`src/sv/rgb_to_hsv_conversion_unit_assert.svh`:
```
// ----------------------------------------------------------------------------
// rgb to hsv conversion unit assertion macros
// concurrent assertion helpers shared by the rgb to hsv rtl
// ----------------------------------------------------------------------------
`ifndef RGB_TO_HSV_CONVERSION_UNIT_ASSERT_SVH
`define RGB_TO_HSV_CONVERSION_UNIT_ASSERT_SVH

// same-cycle implication, disabled during reset
`define RGB2HSV_ASSERT_IMPLY(label, clk, rst, ante, cons, msg) \
   label: assert property (@(posedge clk) disable iff (rst) (ante) |-> (cons)) \
      else $error(msg);

// next-cycle implication, disabled during reset
`define RGB2HSV_ASSERT_NEXT(label, clk, rst, ante, cons, msg) \
   label: assert property (@(posedge clk) disable iff (rst) (ante) |=> (cons)) \
      else $error(msg);

`endif

```
`src/sv/rgb2hsv_pkg.sv`:
```
// ----------------------------------------------------------------------------
// rgb2hsv package
// types and constants shared by the rgb to hsv conversion unit
// ----------------------------------------------------------------------------
package rgb2hsv_pkg;

   localparam int CHAN_W = 8;
   localparam int HUE_W  = 15;

   // divider sizing: quotient bits, remainder, divisor and pre-shifted divisor
   localparam int QUO_W     = 12;
   localparam int REM_W     = 21;
   localparam int DEN_W     = 9;
   localparam int DSH_W     = DEN_W + QUO_W - 1;
   localparam int NUM_CELLS = QUO_W;

   // hue scale doubled for round to nearest, saturation scale doubled likewise
   localparam int HUE_SCALE2 = 7680;
   localparam int SAT_SCALE2 = 510;

   localparam logic [HUE_W-1:0] HUE_FULL     = 15'd23040;
   localparam logic [HUE_W-1:0] GREEN_OFFSET = 15'd7680;
   localparam logic [HUE_W-1:0] BLUE_OFFSET  = 15'd15360;

   typedef enum logic [1:0] {
      SECTOR_RED,
      SECTOR_GREEN,
      SECTOR_BLUE
   } sector_type;

   // one restoring division in flight
   typedef struct packed {
      logic [REM_W-1:0] rem;
      logic [DSH_W-1:0] dsh;
      logic [QUO_W-1:0] quo;
   } div_lane_type;

   // pixel attributes that ride along with the divisions
   typedef struct packed {
      logic              neg;
      sector_type        sector;
      logic              grey;
      logic              black;
      logic [CHAN_W-1:0] brightness;
   } side_type;

endpackage

```
`src/sv/rgb2hsv_prep.sv`:
```
// ----------------------------------------------------------------------------
// rgb2hsv prep
// two register stages: max/min and sector, then division operands
// ----------------------------------------------------------------------------
module rgb2hsv_prep
   import rgb2hsv_pkg::*;
(
   input  logic              clock,
   input  logic              reset,
   input  logic              valid_in,
   input  logic [CHAN_W-1:0] red,
   input  logic [CHAN_W-1:0] green,
   input  logic [CHAN_W-1:0] blue,
   output logic              valid_out,
   output div_lane_type      hue_lane,
   output div_lane_type      sat_lane,
   output side_type          side
);

   logic              valid_a_ff;
   logic [CHAN_W-1:0] max_ff, max_in;
   logic [CHAN_W-1:0] min_ff, min_in;
   sector_type        sector_ff, sector_in;
   logic [CHAN_W:0]   diff_ff, diff_in;

   logic              valid_b_ff;
   div_lane_type      hue_lane_ff, hue_lane_in;
   div_lane_type      sat_lane_ff, sat_lane_in;
   side_type          side_ff, side_in;

   logic [CHAN_W-1:0] delta;
   logic [CHAN_W:0]   diff_abs;
   logic [DEN_W-1:0]  den_h;
   logic [DEN_W-1:0]  den_s;

   // stage a: extremes, sector with ties to red then green
   always_comb begin
      max_in = red;
      min_in = red;
      if (green > max_in) max_in = green;
      if (blue > max_in)  max_in = blue;
      if (green < min_in) min_in = green;
      if (blue < min_in)  min_in = blue;
      if (max_in == red) begin
         sector_in = SECTOR_RED;
         diff_in   = {1'b0, green} - {1'b0, blue};
      end else if (max_in == green) begin
         sector_in = SECTOR_GREEN;
         diff_in   = {1'b0, blue} - {1'b0, red};
      end else begin
         sector_in = SECTOR_BLUE;
         diff_in   = {1'b0, red} - {1'b0, green};
      end
   end

   always_ff @(posedge clock) begin
      if (reset) begin
         valid_a_ff <= 1'b0;
      end else begin
         valid_a_ff <= valid_in;
      end
      max_ff    <= max_in;
      min_ff    <= min_in;
      sector_ff <= sector_in;
      diff_ff   <= diff_in;
   end

   // stage b: numerators and pre-shifted divisors
   always_comb begin
      delta    = max_ff - min_ff;
      diff_abs = diff_ff[CHAN_W] ? ((CHAN_W+1)'(0) - diff_ff) : diff_ff;
      den_h    = {delta, 1'b0};
      den_s    = {max_ff, 1'b0};

      hue_lane_in.rem = REM_W'(diff_abs[CHAN_W-1:0]) * REM_W'(HUE_SCALE2) + REM_W'(delta);
      hue_lane_in.dsh = {den_h, (QUO_W-1)'(0)};
      hue_lane_in.quo = '0;

      sat_lane_in.rem = REM_W'(delta) * REM_W'(SAT_SCALE2) + REM_W'(max_ff);
      sat_lane_in.dsh = {den_s, (QUO_W-1)'(0)};
      sat_lane_in.quo = '0;

      side_in.neg        = diff_ff[CHAN_W];
      side_in.sector     = sector_ff;
      side_in.grey       = (delta == '0);
      side_in.black      = (max_ff == '0);
      side_in.brightness = max_ff;
   end

   always_ff @(posedge clock) begin
      if (reset) begin
         valid_b_ff <= 1'b0;
      end else begin
         valid_b_ff <= valid_a_ff;
      end
      hue_lane_ff <= hue_lane_in;
      sat_lane_ff <= sat_lane_in;
      side_ff     <= side_in;
   end

   assign valid_out = valid_b_ff;
   assign hue_lane  = hue_lane_ff;
   assign sat_lane  = sat_lane_ff;
   assign side      = side_ff;

endmodule

```
`src/sv/rgb2hsv_div_cell.sv`:
```
// ----------------------------------------------------------------------------
// rgb2hsv div cell
// one restoring division step for hue and saturation, registered
// ----------------------------------------------------------------------------
module rgb2hsv_div_cell
   import rgb2hsv_pkg::*;
(
   input  logic         clock,
   input  logic         reset,
   input  logic         valid_in,
   input  div_lane_type hue_in,
   input  div_lane_type sat_in,
   input  side_type     side_in,
   output logic         valid_out,
   output div_lane_type hue_out,
   output div_lane_type sat_out,
   output side_type     side_out
);

   logic         valid_ff;
   div_lane_type hue_ff, hue_nx_in;
   div_lane_type sat_ff, sat_nx_in;
   side_type     side_ff;

   // compare against the shifted divisor, subtract on success, shift one bit in
   function automatic div_lane_type div_step(input div_lane_type x);
      div_lane_type     y;
      logic [REM_W-1:0] dext;
      logic             take;
      dext  = REM_W'(x.dsh);
      take  = (x.rem >= dext);
      y.rem = take ? (x.rem - dext) : x.rem;
      y.dsh = x.dsh >> 1;
      y.quo = {x.quo[QUO_W-2:0], take};
      return y;
   endfunction

   always_comb begin
      hue_nx_in = div_step(hue_in);
      sat_nx_in = div_step(sat_in);
   end

   always_ff @(posedge clock) begin
      if (reset) begin
         valid_ff <= 1'b0;
      end else begin
         valid_ff <= valid_in;
      end
      hue_ff  <= hue_nx_in;
      sat_ff  <= sat_nx_in;
      side_ff <= side_in;
   end

   assign valid_out = valid_ff;
   assign hue_out   = hue_ff;
   assign sat_out   = sat_ff;
   assign side_out  = side_ff;

endmodule

```
`src/sv/rgb_to_hsv_conversion_unit.sv`:
```
// ----------------------------------------------------------------------------
// rgb to hsv conversion unit
// Converts one 8-bit rgb pixel per clock into hue (1/64 degree units),
// saturation (scaled by 255, rounded) and brightness (largest channel).
// A transaction is taken at every clock edge where start is high; busy is
// always low. Its result appears on the rsp_ ports for one cycle, marked by
// rsp_strobe. Results leave in the order transactions arrived. Each result
// passes through two operand stages, a row of twelve division cells (one
// quotient bit each, hue and saturation side by side) and one output
// register. The receiver cannot stall the unit, so every result must be
// taken in its strobe cycle.
// ----------------------------------------------------------------------------
`include "rgb_to_hsv_conversion_unit_assert.svh"

module rgb_to_hsv_conversion_unit
   import rgb2hsv_pkg::*;
(
   input  logic              clock,
   input  logic              reset,
   input  logic              start,
   output logic              busy,
   input  logic [CHAN_W-1:0] req_red,
   input  logic [CHAN_W-1:0] req_green,
   input  logic [CHAN_W-1:0] req_blue,
   output logic              rsp_strobe,
   output logic [HUE_W-1:0]  rsp_hue,
   output logic [CHAN_W-1:0] rsp_saturation,
   output logic [CHAN_W-1:0] rsp_brightness
);

   // chain taps: index 0 feeds the first cell, the last index is the row output
   logic         chain_valid [0:NUM_CELLS];
   div_lane_type chain_hue   [0:NUM_CELLS];
   div_lane_type chain_sat   [0:NUM_CELLS];
   side_type     chain_side  [0:NUM_CELLS];

   logic              strobe_ff;
   logic [HUE_W-1:0]  hue_ff, hue_in;
   logic [CHAN_W-1:0] sat_ff, sat_in;
   logic [CHAN_W-1:0] bright_ff;

   logic [HUE_W-1:0]  hue_base;
   logic [HUE_W-1:0]  hue_quo;
   side_type          last_side;

   // the pipeline never stalls, so a transaction is taken whenever start is high
   assign busy = 1'b0;

   // operand preparation: max/min, sector, numerators and divisors
   rgb2hsv_prep u_prep (
      .clock     (clock),
      .reset     (reset),
      .valid_in  (start),
      .red       (req_red),
      .green     (req_green),
      .blue      (req_blue),
      .valid_out (chain_valid[0]),
      .hue_lane  (chain_hue[0]),
      .sat_lane  (chain_sat[0]),
      .side      (chain_side[0])
   );

   // row of division cells, msb of the quotient first
   for (genvar i = 0; i < NUM_CELLS; i++) begin : g_cell
      rgb2hsv_div_cell u_cell (
         .clock     (clock),
         .reset     (reset),
         .valid_in  (chain_valid[i]),
         .hue_in    (chain_hue[i]),
         .sat_in    (chain_sat[i]),
         .side_in   (chain_side[i]),
         .valid_out (chain_valid[i+1]),
         .hue_out   (chain_hue[i+1]),
         .sat_out   (chain_sat[i+1]),
         .side_out  (chain_side[i+1])
      );
   end

   assign last_side = chain_side[NUM_CELLS];

   // sector offset, with a full turn folded in for a negative red hue
   always_comb begin
      hue_quo = HUE_W'(chain_hue[NUM_CELLS].quo);
      case (last_side.sector)
         SECTOR_RED:   hue_base = last_side.neg ? HUE_FULL : '0;
         SECTOR_GREEN: hue_base = GREEN_OFFSET;
         SECTOR_BLUE:  hue_base = BLUE_OFFSET;
         default:      hue_base = '0;
      endcase
      if (last_side.grey) begin
         hue_in = '0;
      end else if (last_side.neg) begin
         hue_in = hue_base - hue_quo;
      end else begin
         hue_in = hue_base + hue_quo;
      end
      // a black pixel divides by zero; its saturation is forced to zero
      sat_in = last_side.black ? '0 : chain_sat[NUM_CELLS].quo[CHAN_W-1:0];
   end

   // output register
   always_ff @(posedge clock) begin
      if (reset) begin
         strobe_ff <= 1'b0;
      end else begin
         strobe_ff <= chain_valid[NUM_CELLS];
      end
      hue_ff    <= hue_in;
      sat_ff    <= sat_in;
      bright_ff <= last_side.brightness;
   end

   assign rsp_strobe     = strobe_ff;
   assign rsp_hue        = hue_ff;
   assign rsp_saturation = sat_ff;
   assign rsp_brightness = bright_ff;

   // a finished transaction is always presented the next cycle
   `RGB2HSV_ASSERT_NEXT(a_row_to_strobe, clock, reset,
      chain_valid[NUM_CELLS], rsp_strobe, "result dropped")
   // nothing is presented without a finished transaction
   `RGB2HSV_ASSERT_NEXT(a_no_spurious, clock, reset,
      !chain_valid[NUM_CELLS], !rsp_strobe, "spurious result")
   // hue stays below a full turn
   `RGB2HSV_ASSERT_IMPLY(a_hue_range, clock, reset,
      rsp_strobe, rsp_hue < HUE_FULL, "hue out of range")
   // black pixels carry no saturation and no hue
   `RGB2HSV_ASSERT_IMPLY(a_black, clock, reset,
      rsp_strobe && (rsp_brightness == '0),
      (rsp_saturation == '0) && (rsp_hue == '0), "black pixel not cleared")
   // zero saturation only occurs for grey, whose hue is zero
   `RGB2HSV_ASSERT_IMPLY(a_grey_hue, clock, reset,
      rsp_strobe && (rsp_saturation == '0), rsp_hue == '0, "grey pixel with hue")

endmodule
```
`config.mk`:
```
export PLATFORM = sky130hd
export DESIGN_NAME = rgb_to_hsv_conversion_unit
export DESIGN_NICKNAME = d
export VERILOG_FILES = /design/src/sv/rgb2hsv_pkg.sv /design/src/sv/rgb2hsv_prep.sv /design/src/sv/rgb2hsv_div_cell.sv /design/src/sv/rgb_to_hsv_conversion_unit.sv
export VERILOG_INCLUDE_DIRS = /design/src /design/src/sv
export SDC_FILE = /design/constraint.sdc
export NUM_CORES = 2
export LEC_CHECK = 0
export BUFFER_PORTS_ARGS = -buffer_cell sky130_fd_sc_hd__buf_2
export CAP_MARGIN = 20
export CORE_AREA = 4 4 306 308
export CTS_CLUSTER_DIAMETER = 60
export DETAILED_ROUTE_END_ITERATION = 6
export DIE_AREA = 0 0 310 312
export GPL_TIMING_DRIVEN = 0
export SETUP_SLACK_MARGIN = 0.02
export SYNTH_ARGS = -nofsm -noshare
export SYNTH_HDL_FRONTEND = slang
export SYNTH_SLANG_ARGS = --single-unit
```
`constraint.sdc`:
```
create_clock -name clock -period 6.51 [get_ports clock]
set_clock_uncertainty 0.1 [all_clocks]
set_input_delay 0.651 -clock clock [delete_from_list [all_inputs] [get_ports clock]]
set_output_delay 0.651 -clock clock [all_outputs]
set_load 0.02 [all_outputs]
```
### Word-level counts from Yosys, hierarchy flattened

Index checks and enable logic that the tools add are counted.

* flip-flop bits (word level): 956
* input port bits: 27
* output and inout bits: 33
* word-level logic and storage cells: 244

* add/subtract/negate cells: 31
* multiply operators: 2
* $lt $le $gt $ge: 28
* eq/ne operators: 4
* multiplexer cells: 33
* reductions and logical operators: 3

Operators with widths (count)
* $mux 21: 22
* $pmux 15 s3: 1
* $ge 21x10->1: 2
* $ge 21x11->1: 2
* $ge 21x12->1: 2
* $ge 21x13->1: 2
* $ge 21x14->1: 2
* $ge 21x15->1: 2
* $ge 21x16->1: 2
* $ge 21x17->1: 2
* $ge 21x18->1: 2
* $ge 21x19->1: 2
* $ge 21x20->1: 2
* $ge 21x9->1: 2
* $sub 21x10->21: 2
* $sub 21x11->21: 2
* $sub 21x12->21: 2
* $sub 21x13->21: 2
* $sub 21x14->21: 2
* $sub 21x15->21: 2
* $sub 21x16->21: 2
* $sub 21x17->21: 2
* $sub 21x18->21: 2
* $sub 21x19->21: 2
* other kinds (21): 34

### Longest topological paths before layout

* depth after elaboration: 7
* gate-level depth with buffers: 27

### Cells and area by module

From an unflattened synthesis, not the netlist that was laid out.

* cells, all modules: 7346
* area, all modules: 72712.2 sq um

By module, submodules not included
* rgb2hsv_div_cell (g_cell[0].u_cell ...): times used 6, cells each 520, area an instance 5340.1 sq um, seq. area each 2362.3 sq um
* rgb2hsv_div_cell (g_cell[6].u_cell ...): times used 4, cells each 527, area an instance 5227.5 sq um, seq. area each 2362.3 sq um
* rgb2hsv_prep: times used 1, cells each 825, area an instance 7528.5 sq um, seq. area each 1581.5 sq um
* rgb2hsv_div_cell (g_cell[10].u_cell): times used 1, cells each 562, area an instance 5280.1 sq um, seq. area each 2362.3 sq um
* rgb2hsv_div_cell (g_cell[11].u_cell): times used 1, cells each 535, area an instance 5201.2 sq um, seq. area each 2362.3 sq um
* rgb_to_hsv_conversion_unit: times used 1, cells each 196, area an instance 1751.7 sq um, seq. area each 640.6 sq um

### Worst setup path after synthesis

OpenSTA, ideal clock, no wires.

* path type: register to register
* from: reg u_prep.max_ff[0]
* to: reg u_prep.sat_lane_ff, in the netlist u_prep.sat_lane[48]
* library setup time: 0.072 ns
* arrival: 6.015 ns
* path slack: 0.323 ns
* stages on the path, launching flop included: 28
* buffers on the path: 0
* cell sequence: dfxtp_1 -> inv_1 -> ha_1 -> inv_1 -> fa_1 -> nand2_1 -> nand2_1 -> a21oi_1 -> o21bai_1 -> a21oi_1 -> xnor2_1 -> xor2_1 -> ha_1 -> inv_1 -> fa_1 -> fa_1 -> fa_1 -> inv_1 -> ha_1 -> o21ai_1 -> a21oi_1 -> or2_1 -> a31o_2 -> a21oi_1 -> xnor2_1 -> or3_1 -> nor3b_1 -> xnor2_1

RTL lines
* start, declared: RTL line rgb2hsv_prep.sv:21 `logic [CHAN_W-1:0] max_ff, max_in;`
* start signal, assigned: RTL line rgb2hsv_prep.sv:62 `max_ff <= max_in;`
* end signal, assigned: RTL line rgb2hsv_prep.sv:97 `sat_lane_ff <= sat_lane_in;`
* end, declared: RTL line rgb2hsv_prep.sv:28 `div_lane_type sat_lane_ff, sat_lane_in;`

==> impl_metrics.prom <==
# TYPE chip_impl_metric gauge
chip_impl_info{name="result_of_the_run",value="finished clean"} 1
chip_impl_metric{name="worst-path-max-fanout",unit=""} 6
chip_impl_info{name="worstSetupPathType",value="flip-flop to flip-flop"} 1
chip_impl_metric{name="dp_hpwl",unit="µm"} 50700
chip_impl_metric{name="finished_core_util",unit="%"} 45.8
chip_impl_info{name="synth_most_common_cell",value="dfxtp_1"} 1
chip_impl_metric{name="clock_latency",unit="ps"} 650
chip_impl_metric{name="post_drt_via_cell_ratio",unit=""} 4.72
chip_impl_metric{name="globalplace.congestion",unit=""} 0.889
chip_impl_metric{name="num_antenna_cells",unit=""} 0
chip_impl_metric{name="postSynthAreaPerCell",unit="µm²"} 9.85
chip_impl_metric{name="hold_viol",unit=""} 0
chip_impl_metric{name="finalCritPeriodShare",unit="%"} 94.8
chip_impl_metric{name="post-route-drc-count",unit=""} 0
chip_impl_metric{name="clkSinkCount",unit=""} 861
chip_impl_metric{name="fraction_of_final_layout_cells_sized_beyond_drive_strength_1",unit="%"} 7.72
chip_impl_metric{name="placement.io_buffers",unit=""} 58
chip_impl_metric{name="global_route_wire_length_before_repair",unit="µm"} 112000
chip_impl_metric{name="hold_ws",unit="ps"} 112
chip_impl_metric{name="synth_adder_area_share",unit="%"} 14.2
chip_impl_metric{name="post_synth_and_or_nand_nor_area_fraction",unit="%"} 13.4
chip_impl_metric{name="number_of_flops_mapped_to_enable_cells_by_yosys",unit=""} 0
chip_impl_metric{name="syn_area",unit="mm²"} 0.0362
chip_impl_metric{name="total_die_area",unit="mm²"} 0.0967
chip_impl_metric{name="relSlewSlack",unit="%"} 43.5
chip_impl_metric{name="synthCells",unit=""} 3680
chip_impl_metric{name="slew_viol_final",unit=""} 0
chip_impl_info{name="synth_top_flop_cell",value="dfxtp_1"} 1
chip_impl_metric{name="yosys_register_bits",unit=""} 861
chip_impl_info{name="slowest_stage",value="fa_1"} 1
chip_impl_metric{name="clk_transition_reported_paths",unit="ps"} 60
chip_impl_metric{name="postSynthNetCount",unit=""} 4080
chip_impl_info{name="synth_top_family_by_area",value="adder cells"} 1
chip_impl_metric{name="final_cell_count_no_fill",unit=""} 5112
chip_impl_metric{name="floorplan.rows",unit=""} 111
chip_impl_metric{name="groute.usage.overall",unit="%"} 13.8
chip_impl_metric{name="wl_per_cell",unit="µm"} 12.8
chip_impl_metric{name="ys_warn_count",unit=""} 0
chip_impl_metric{name="cts-hold-fix-buffers",unit=""} 0
chip_impl_metric{name="synth-seq-area-share",unit="%"} 47.6
chip_impl_metric{name="number_of_clock_buffers_inserted_by_tritoncts",unit=""} 97
chip_impl_info{name="cts_tree",value="built"} 1
chip_impl_metric{name="synthDistinctLibCells",unit=""} 79
chip_impl_info{name="end_kind",value="flip-flop"} 1
chip_impl_metric{name="total_via_count_in_the_routed_design",unit=""} 24108
chip_impl_info{name="launching_element_type_of_the_critical_path",value="flip-flop"} 1
chip_impl_metric{name="grt_max_degree",unit=""} 15
chip_impl_metric{name="cp.arrival",unit="ps"} 6580
chip_impl_metric{name="finalSetupViolCount",unit=""} 0
chip_impl_metric{name="ys_async_sr_fraction",unit="%"} 0
chip_impl_info{name="synth_top_cells_by_area",value="dfxtp_1 48%, ha_1 11%, inv_1 4.3%"} 1
chip_impl_info{name="hold_path.class",value="input port to flip-flop"} 1
chip_impl_metric{name="tightest_slew",unit="ps"} 841
chip_impl_metric{name="clockBufferDepth",unit=""} 3
chip_impl_metric{name="antenna_violating_nets_post_route",unit=""} 0
chip_impl_metric{name="worst_ep_required_time",unit="ps"} 6910
chip_impl_metric{name="pre_cts_slack",unit="ps"} -603
chip_impl_info{name="timing.critical_path.mode_cell",value="inv_1"} 1
chip_impl_metric{name="grt_remaining_overflow",unit=""} 0
chip_impl_metric{name="timing.final.crit_period",unit="ps"} 6170
chip_impl_metric{name="grt_pass1_vias",unit=""} 24414
chip_impl_metric{name="cp_slowest_stage_delay",unit="ps"} 550
chip_impl_metric{name="timing.max_cap.violations",unit=""} 0
chip_impl_metric{name="antenna_found_initial",unit=""} 0
chip_impl_info{name="leading_post_synthesis_cells_by_instance_count",value="861 x dfxtp_1, 419 x inv_1, 311 x ha_1"} 1
chip_impl_metric{name="finalNetCount",unit=""} 4245
chip_impl_metric{name="drtIter0Drc",unit=""} 889
chip_impl_metric{name="chipHeight",unit="µm"} 312
chip_impl_metric{name="num_io_pins",unit=""} 60
chip_impl_metric{name="clock.fmax",unit="GHz"} 0.162
chip_impl_metric{name="synthXorXnorAreaFrac",unit="%"} 7.35
chip_impl_metric{name="dr.pass1.iters",unit=""} 5
chip_impl_metric{name="area_delta_synth_final",unit="%"} 15.2
chip_impl_metric{name="final_critical_path_setup_slack",unit="ps"} 337
chip_impl_metric{name="multiplexer_share_of_the_synthesized_area",unit="%"} 1.80
chip_impl_info{name="cell_taking_the_most_area_after_synthesis",value="dfxtp_1"} 1
chip_impl_metric{name="numPlacedInstances",unit=""} 4926
chip_impl_metric{name="synth_top_area_share",unit="%"} 47.6
chip_impl_info{name="cts-root-buf",value="clkbuf_16"} 1
chip_impl_metric{name="die-width",unit="µm"} 310
chip_impl_metric{name="h_tree_levels",unit=""} 3
chip_impl_metric{name="drt-total-wl",unit="µm"} 65400
chip_impl_metric{name="synth-compound-area-share",unit="%"} 10.9
chip_impl_metric{name="core_area",unit="mm²"} 0.0911
chip_impl_metric{name="floorplan.initialDensity",unit="%"} 39.8
sequential cells by signal, indices dropped and copies added (netlist names):
register and cells:
g_cell.u_cell.hue_out 326, g_cell.u_cell.sat_out 344, g_cell.u_cell.side_out 68, g_cell.u_cell.valid_out 12, rsp_brightness 8, rsp_hue 15
rsp_saturation 8, rsp_strobe 1, u_prep.diff_ff 9, u_prep.hue_lane 20, u_prep.max_ff 8, u_prep.min_ff 8
u_prep.sat_lane 25, u_prep.sector_ff 2, u_prep.side 5, u_prep.valid_a_ff 1, u_prep.valid_out 1
timing repair:
item / CTS / global route
pin swaps: 3 / 10
resized for setup: 19 / 17
endpoints found under the setup margin: 3 / 5
setup buffers: 1 / 5
path summary, 6_finish.rpt:
path | from | endpoint | slack (ps) | cells past startpoint
min | start | u_prep.valid_a_ff$_SDFF_PP0_ | 110 | 2
max | u_prep.max_ff[0]$_DFF_P_ | u_prep.sat_lane[48]$_DFF_P_ | 340 | 26
min reg2reg | g_cell[4].u_cell.sat_out[0]$_DFF_P_ | g_cell[5].u_cell.sat_out[1]$_DFF_P_ | 220 | 0
max reg2reg | u_prep.max_ff[0]$_DFF_P_ | u_prep.sat_lane[48]$_DFF_P_ | 340 | 26
stage by stage:
step | TNS [ps] | instance area (µm²)
global route | -1.07 | 41800
global placement | -1080 | 38000
floorplan | 0 | 36200
finish | 0 | 41800
CTS | 0 | 41600
detailed placement | -1480 | 38000
per-layer routing:
metal | vias up | share of wire (%) | global-route usage [%]
li1 | 12721 | - | -
met1 | 10897 | 43 | 15.6
met2 | 324 | 50 | 25.1
met3 | 166 | 3.6 | 2.37
met4 | 0 | 3.7 | 6.00
met5 | - | 0 | 0
critical path, delay by kind of cell, from the launching register on:
family,cells,cell delay (ps)
simple gates,5,980
xor+xnor,4,600
flops,1,350
buf+inv,4,270
compound gates,6,1270
fa+ha+maj,7,2450
cell families after synthesis:
family / count (synthesis)
simple gates: 965
flops: 861
compound gates: 647
buf+inv: 467
fa+ha+maj: 373
xor+xnor: 304
mux: 62
other cells: 1
placed cells by master, fill, tap and decap left out, types with 9 or more instances in the layout:
| master | n |
|---|---|
| fa_1 | 61 |
| a21o_1 | 49 |
| o22ai_1 | 9 |
| a31oi_1 | 13 |
| ha_1 | 310 |
| nor4_1 | 60 |
| and2_1 | 13 |
| mux2_2 | 22 |
| a21oi_1 | 186 |
| inv_1 | 417 |
| clkinv_2 | 15 |
| o21ai_0 | 198 |
| nor2b_1 | 90 |
| a21boi_0 | 42 |
| xnor2_1 | 170 |
| nand3b_1 | 11 |
| o21bai_1 | 16 |
| buf_2 | 61 |
| nor4b_1 | 13 |
| mux2i_1 | 38 |
| clkbuf_8 | 14 |
| clkbuf_1 | 57 |
| nand3_1 | 41 |
| clkbuf_16 | 99 |
| xor2_1 | 125 |
| a211oi_1 | 9 |
| o21a_1 | 22 |
| bufinv_16 | 15 |
| nand4_1 | 39 |
| o31ai_1 | 35 |
| dfxtp_1 | 858 |
| nand2b_1 | 56 |
| nor2_1 | 248 |
| nor3_1 | 74 |
| or3_1 | 27 |
| nand2_1 | 228 |
cell type report:
type	instances	area, µm²
Clock buffer	128	2730
Timing Repair Buffer	66	348
Inverter	420	1580
Sequential cell	861	17200
Multi-Input combinational cell	2352	17400
Tap cell	1186	1480
Buffer	47	183
Clock inverter	52	758
Fill cell	8657	49400
Power is not shown: default switching activity piles up to over one toggle a cycle in this logic, so the estimate is an artifact.
